$ cat config.mk
export PLATFORM = sky130hd
export DESIGN_NAME = gpik_cordic_cell
export DESIGN_NICKNAME = d
export VERILOG_FILES = /design/src/gpik_pkg.sv /design/src/gpik_cordic_cell.sv
export SDC_FILE = /design/constraint.sdc
export NUM_CORES = 1
export LEC_CHECK = 0
export BUFFER_PORTS_ARGS = -buffer_cell sky130_fd_sc_hd__buf_4
export CORE_AREA = 5 5 154 171
export DETAILED_ROUTE_END_ITERATION = 10
export DIE_AREA = 0 0 159 176
export PLACE_DENSITY = 0.67
export SLEW_MARGIN = 10
export SYNTH_ARGS = -nofsm -noshare
export SYNTH_HDL_FRONTEND = slang
export SYNTH_SLANG_ARGS = --single-unit
$ cat constraint.sdc
create_clock -name clk_i -period 2.3 [get_ports clk_i]
set_input_delay 0 -clock clk_i [delete_from_list [all_inputs] [get_ports clk_i]]
set_output_delay 0 -clock clk_i [all_outputs]
set_load 0.05 [all_outputs]
$ cat src/gpik_pkg.sv
// Shared types and constants for the gimbal pan/tilt inverse kinematics unit.
// Depends on nothing; imported by every module of the block.
package gpik_pkg;

  // CORDIC datapath word: x/y carry the vector, ang the accumulated turn.
  localparam int CW         = 34;
  localparam int AW         = 32;
  localparam int STEPS      = 32;
  localparam int NORM_BITS  = 30;

  // Status codes of a result word.
  localparam logic [1:0] ST_OK    = 2'd0;
  localparam logic [1:0] ST_DEGEN = 2'd1;
  localparam logic [1:0] ST_RANGE = 2'd2;

  localparam logic [AW-1:0] QTR_POS = 32'h4000_0000;
  localparam logic [AW-1:0] QTR_NEG = 32'hC000_0000;

  // atan(2^-i) in units of 2^-32 turn.
  localparam logic [AW-1:0] TURN_TAB [STEPS] = '{
    32'd536870912, 32'd316933406, 32'd167458907, 32'd85004756, 32'd42667331,
    32'd21354465, 32'd10679838, 32'd5340245, 32'd2670163, 32'd1335087,
    32'd667544, 32'd333772, 32'd166886, 32'd83443, 32'd41722, 32'd20861,
    32'd10430, 32'd5215, 32'd2608, 32'd1304, 32'd652, 32'd326, 32'd163,
    32'd81, 32'd41, 32'd20, 32'd10, 32'd5, 32'd3, 32'd1, 32'd1, 32'd0
  };

  typedef struct packed {
    logic signed [CW-1:0] x;
    logic signed [CW-1:0] y;
    logic [AW-1:0]        ang;
  } gpik_vec_t;

endpackage

$ cat src/gpik_cordic_cell.sv
// One CORDIC vectoring step, registered; a row of these forms the angle chain.
// Depends on gpik_pkg (vector type and turn table).
module gpik_cordic_cell import gpik_pkg::*; #(
  parameter int STEP = 0
) (
  input  logic      clk_i,
  input  gpik_vec_t vec_i,
  output gpik_vec_t vec_o
);

  logic signed [CW-1:0] dx, dy;
  gpik_vec_t vec_d, vec_q;

  always_comb begin
    dx = vec_i.y >>> STEP;
    dy = vec_i.x >>> STEP;
    // rotate towards the x axis
    if (!vec_i.y[CW-1]) begin
      vec_d.x   = vec_i.x + dx;
      vec_d.y   = vec_i.y - dy;
      vec_d.ang = vec_i.ang + TURN_TAB[STEP];
    end else begin
      vec_d.x   = vec_i.x - dx;
      vec_d.y   = vec_i.y + dy;
      vec_d.ang = vec_i.ang - TURN_TAB[STEP];
    end
  end

  always_ff @(posedge clk_i) begin
    vec_q <= vec_d;
  end

  assign vec_o = vec_q;

endmodule

Yosys cells after proc, flatten, opt, wreduce, memory -nomap -nowiden
Index checks and enable logic that the tools add are counted.

$add $sub $neg: 5. Multiplexer cells: 1.

Operator list (count): 100-bit two-way mux (1); 34-bit subtractor (2); 34-bit adder (1); 32-bit by 30-bit adder with 32-bit output, second input constant (1); 32-bit by 30-bit subtractor with 32-bit output, second input constant (1).

Flip-flop bits (word level): 100. Input bits: 101. Output and inout port bits: 100. Word-level logic and storage cells: 9.

Logic depth before layout (Yosys ltp)
Gate-level depths: netlist of run 1.

Depth after elaboration: 2. Mapped depth: 12. Gate-level depth less buffers: 11.

Worst setup path before layout of run 1
No wires, ideal clock.

Path kind: input-to-reg. Start: input port vec_i[32] (netlist bit). End: register vec_q (netlist bit vec_o[64]). Setup time: 72 ps. Arrival time: 2151 ps. Data required time: 2228 ps. Slack: 77 ps. Cell stages on the path: 10. Path buffers: 0. Cell sequence: ha_1 > fa_1 > and2b_4 > o211ai_2 > a32oi_4 > a311oi_2 > nor3_2 > o311a_1 > a31oi_1 > xnor2_1.

RTL lines: from (decl) (line gpik_cordic_cell.sv:7) `input gpik_vec_t vec_i,`; to (signal assigned) (line gpik_cordic_cell.sv:30) `vec_q <= vec_d;`; to (decl) (line gpik_cordic_cell.sv:12) `gpik_vec_t vec_d, vec_q;`.

==> results of run 1 <==
-- tightest hold or removal path: cells and delay by family --
family	cells	cell delay, ns
adders and majority gates	1	0.17
buffers and inverters	3	0.22
-- routing by layer --
layer,up-vias,GRT usage (%)
met5,-,0
met4,0,9.17
met3,79,3.32
met2,337,39.0
met1,4335,25.9
li1,4583,-
-- worst paths after layout --
path               endpoint  slack (ns)
setup / recovery  vec_o[96]        0.07
hold / removal    vec_o[30]        0.05
-- logic make-up (layout without fill, tap and decap cells) --
family	after synthesis	count (layout)	synth area share (%)
DFF	99	99	23.7
adders and majority gates	104	104	15.9
buffers and inverters	162	599	8.56
xor gates and xnor gates	61	61	6.39
muxes	20	20	2.41
AOI/OAI and AO/OA	350	350	27.7
and+or+nand+nor	260	260	15.3
-- power breakdown --
group,switching (uW),internal (uW)
clock network,868,787
logic,2650,1630
registers,97.9,2030
total,3620,4440
-- through the flow --
stage | total power, uW | hold WS, ns | cell area [um2]
global route | 8440 | 0.0600 | 12500
detailed placement | 6300 | 0.106 | 11700
floorplan | 4670 | 0.0277 | 8360
CTS | 8030 | 0.0436 | 12400
finish | 8060 | 0.0482 | 12500
global placement | 6290 | 0.105 | 11700
-- what timing repair did --
action	in CTS	in global routing
pin swaps	0	10
resized for setup	1	34
hold endpoints to repair	34	0
hold buffers	33	0
endpoints found under the setup margin	1	27
setup buffers	0	1
-- final cells by class --
cell class / count / share of cell area, %
Tap cell: 310 / 3.10
Sequential cell: 99 / 15.8
Clock buffer: 9 / 1.80
Clock inverter: 7 / 0.709
Multi-Input combinational cell: 795 / 46.3
Inverter: 117 / 3.54
Timing Repair Buffer: 466 / 28.7
-- placed cells by master (no fill, tap or decap), types with 4 or more instances in the layout --
master         synthesis  final
dlygate4sd3_1          0     33
and2_1                 4      4
o21a_1                12     12
dfxtp_1               99     99
o22ai_1                4      4
a31oi_1               17     16
o31ai_1               18     15
nand4_1               17     17
nor3_1                21     20
ha_2                   0      5
a211oi_1              10      7
o2111ai_1              4      4
nand2_1               47     47
a21o_1                14     14
nand3_1               23     23
o21ai_0               69     65
o211ai_1              10     10
nor3_2                 3      4
mux2i_1               19     19
inv_2                  7      8
clkbuf_16              0      9
and3_1                 4      4
nor2b_1                8      8
a21oi_2                3      9
a21oi_1              103     97
ha_1                 100     95
xnor2_1               58     58
buf_4                  4    432
a211oi_2               3      6
or3_1                  8      8
nor2_1                88     88
nor4_1                 8      8
o21bai_1              20     19
nand2b_1              10      9
o31a_1                 5      5
inv_1                110    108
o21ai_1               11     14
==> impl_metrics.ini, run 1 <==
[timing]
drv_slew = 0
relSlewSlack_pct = 49.6
fin_setup_tns_ns = 0
tightest_slew_ns = 0.749
post-route-period-util_pct = 97.2
setup_ws_ns = 0.0652
setup_violations = 0
rsz0062_at_grt = true
hold_viol_final = 0
min_period_ns = 2.23
fmax_ghz = 0.447

[global_route]
grt_use_total_pct = 21.8
grt_overflow = 0
antenna_found_initial = 0
grt_first_pass_wirelength_um = 49900
grt_pass1_vias = 9489
grt_max_degree = 32

[route]
routed.top_layer = met4
dr_wl_met3_um = 1620
totalWireLength_um = 31800
ant_nets = 0
drt_iter0_drc = 692
drc = 0
wl_per_cell_um = 17.6
route.met2.wl_um = 15800
drt-pass1-iter-count = 5
wl_met1_um = 13100
vias = 9334
via_per_inst = 5.18

[cells_and_area]
drive_above_1_share_pct = 34.6
regArea_mm2 = 0.00198
area_delta_synth_final_pct = 49.7
postLayoutCoreUtil_pct = 51.7
nets = 1693
layoutNonFillerInstCount = 1803
fill_cells = 2362
largest_register_ffs = 99
multi_input_area_mm2 = 0.00580
antenna_cells = 0

[critical_path]
crit_path_top_delay_cell = fa_1
crit_path_end_kind = flop
cp_top_family = compound AO/OA/AOI/OAI gates
worstPathCellList = buf_4, buf_4, inv_1, buf_4, fa_1, nand2b_4, a21oi_2, o21ai_1, buf_4, o211ai_1, a31oi_1, o221ai_1, a21oi_1, xnor2_1
cp_common_cell = buf_4
crit_path_max_fanout = 6
startpoint = vec_i[67]
cp.required_ns = 2.54
critPathLaunchType = input pin
cp.arrival_ns = 2.48
critical-path-max-stage-delay_ns = 0.42
critPathBufInv = 5
path_class = input pin to flop
cp.depth = 14

[place]
dp_hpwl_um = 26000
portBuffers = 200
dp.cells = 1753
place_ws_ns = -0.400
routabilityCongestion = 1.01

[floorplan]
start_util_pct = 34.5
rows = 60
fp.dieW_um = 159
die_h_um = 176
die_area_mm2 = 0.0280
io-pin-count = 201
fp.coreArea_mm2 = 0.0242

[logic_synthesis]
ys_seq_area_share_pct = 23.7
synth.top_cell.area_share_pct = 23.7
ys.flop_type = dfxtp_1
synth_edf_count = 0
synth.cell_area_mm2 = 0.00836
synthTopCellsByArea = dfxtp_1 24%, ha_1 15%, a21oi_1 6.2%, xnor2_1 6.1%, inv_1 4.9%
synth_warnings = 0
synth_cells = 1056
yosysMostFrequentCell = inv_1
synthTopCellsByCount = 110 x inv_1, 103 x a21oi_1, 100 x ha_1
syn_area_per_cell_um2 = 7.92
async_flop_share_pct = 0
synth_cell_types = 82
synth_largest_area_cell = dfxtp_1
syn-num-nets = 1261
ys_ff_latch = 99

[clocking]
htree_num_levels = 3
ctsRootBufferMaster = clkbuf_16
cts_made_buffers = 9
cts_buffer_depth = 2
cts_tree = done
clock_sink_count = 99
path_clk_slew_ns = 0.09

[status]
status = complete, no violations

[power_and_ir_drop]
vdd_drop_max_uv = 509
p_leak_uw = 0.00600
power.density_mw_per_mm2 = 643

[flow_run]
maxCapViolCount = 0

[worst_hold_path]
whs_path_depth = 4
min_from = vec_i[30]
hp-class = input pin to flop
(Power assumes the default switching activity.)
==> inputs of run 2 (changes only) <==
--- a/config.mk
+++ b/config.mk
@@ -9,7 +9,7 @@
 export CORE_AREA = 5 5 154 171
 export DETAILED_ROUTE_END_ITERATION = 10
 export DIE_AREA = 0 0 159 176
-export PLACE_DENSITY = 0.67
+export PLACE_DENSITY = 0.65
 export SLEW_MARGIN = 10
 export SYNTH_ARGS = -nofsm -noshare
 export SYNTH_HDL_FRONTEND = slang
==> constraint.sdc (replaced) <==
create_clock -name clk_i -period 2.11 [get_ports clk_i]
set_input_delay 0 -clock clk_i [delete_from_list [all_inputs] [get_ports clk_i]]
set_output_delay 0 -clock clk_i [all_outputs]
set_load 0.05 [all_outputs]
==> run 2 against run 1 <==
Net effect: final cell count increased by 5.5%; first-iteration DRC count increased by 3.9%; clock power increased by 8%; core utilization increased by 5.0 points.
==> impl_metrics.ini, run 2 (same netlist as run 1, synthesis figures left out) <==
[critical_path]
cp.arrival_ns = 2.37
crit_path_top_delay_cell = o221ai_1
crit_path_end_kind = flop
critical-path-max-stage-delay_ns = 0.38
cp_common_cell = buf_4
critPathLaunchType = input pin
worstPathCellList = buf_4, inv_1, ha_1, buf_4, nor4_2, buf_4, and2_1, nand3_1, o221ai_1, o21ai_0, o31ai_1, xnor2_1
path_class = input pin to flop
cp.required_ns = 2.39
crit_path_max_fanout = 6

[cells_and_area]
drive_above_1_share_pct = 42.2
mostFrequentLayoutCell = buf_4
antenna_cells = 0
regArea_mm2 = 0.00198
fill_cells = 2213
largest_register_ffs = 99
multi_input_area_mm2 = 0.00623
nets = 1793
area_delta_synth_final_pct = 64.2
final_cell_mix = 527 x buf_4, 107 x inv_1, 99 x dfxtp_1, 90 x a21oi_1

[clocking]
htree_num_levels = 3
cts_buffer_depth = 2
path_clk_slew_ns = 0.08
clock_sink_count = 99
cts_made_buffers = 9
cts_tree = done
ctsRootBufferMaster = clkbuf_16

[power_and_ir_drop]
p_leak_uw = 0.00658
vdd_drop_max_uv = 373
power.density_mw_per_mm2 = 669

[global_route]
grt_max_degree = 74
grt_overflow = 0
antenna_found_initial = 0
use_met2_pct = 41.4
grt_first_pass_wirelength_um = 52600
grt_busiest_layer = met2
grt.met1_usage_pct = 27.8
grt.met3_usage_pct = 3.55
grt_pass1_vias = 10041
grt_use_total_pct = 22.9

[route]
drt_iter0_drc = 719
drc = 0
drt-pass1-iter-count = 5
ant_nets = 0
totalWireLength_um = 33800
wl_per_cell_um = 17.8
vias = 9857
via_per_inst = 5.18

[timing]
rsz0062_at_grt = true
relSlewSlack_pct = 62.9
fin_setup_tns_ns = 0
min_period_ns = 2.09
hold_viol_final = 0
post-route-period-util_pct = 98.9
setup_violations = 0
drv_slew = 0
tightest_slew_ns = 0.551
fmax_ghz = 0.479
setup_ws_ns = 0.0239

[worst_hold_path]
hp-class = input pin to flop

[floorplan]
fp.dieW_um = 159
die_h_um = 176
fp.coreArea_mm2 = 0.0242
die_area_mm2 = 0.0280
start_util_pct = 34.5
rows = 60
io-pin-count = 201

[place]
routabilityCongestion = 1.00
place_ws_ns = -0.582
dp_hpwl_um = 27200
portBuffers = 200

[status]
status = complete, no violations

[flow_run]
maxCapViolCount = 0
==> run 2: cell count changes in the layout (fill, tap and decap cells not counted), sizes merged <==
cell and change:
buf +100, clkinv +1, clkinvlp -1
==> run 2: per-stage QoR <==
step                total power, uW  hold slack [ns]  area [um2]  std cells  util, %
floorplan                      5090           0.0277        8370       1056        -
global placement               7060            0.104       12400       1842     51.3
global route                   9640           0.0506       13700       1903     56.7
CTS                            9030           0.0320       13300       1898     54.7
detailed placement             7090            0.106       12400       1842     51.3
finish                         9190           0.0392       13700       1903     56.7
==> run 2: cell type report <==
| type | instances | area share [%] |
|---|---|---|
| clock buffer | 9 | 1.64 |
| clock inverter | 7 | 0.683 |
| inverter | 117 | 3.22 |
| multi-input combinational | 795 | 45.3 |
| sequential | 99 | 14.4 |
| tap | 310 | 2.82 |
| timing repair buffer | 566 | 31.9 |
==> run 2: final timing paths <==
check                      from         to  slack [ns]  cells past startpoint
worst max-delay path  vec_i[53]  vec_o[62]        0.02                     12
worst min-delay path  vec_i[30]  vec_o[30]        0.04                      4
==> run 2: timing repair <==
action / CTS / global route
setup endpoints to repair: 26 / 40
buffers inserted: 7 / 5
hold buffers: 33 / 0
hold endpoints to repair: 34 / 0
resized for setup: 27 / 94
pin swaps: 23 / 35
==> run 2: routing by layer <==
layer	vias to the layer above	part of all wire [%]	routed length (um)
met5	-	0	0
met4	0	3.1	1050
met3	75	5.4	1840
met2	396	50	16900
met1	4595	41	14000
li1	4791	-	-
==> run 2: where the power goes <==
group	leakage (uW)	switching [uW]	internal, uW
clock network	0.000153	944	859
logic	0.00559	3020	2030
registers	0.000835	125	2210
==> run 2: worst max-delay path, delay by kind of cell <==
| family | cells | cell delay, ns |
|---|---|---|
| XOR/XNOR | 1 | 0.17 |
| AND/OR/NAND/NOR | 3 | 0.71 |
| AO/OA/AOI/OAI | 3 | 0.62 |
| buffers and inverters | 4 | 0.50 |
| adder cells (fa/ha/maj) | 1 | 0.36 |
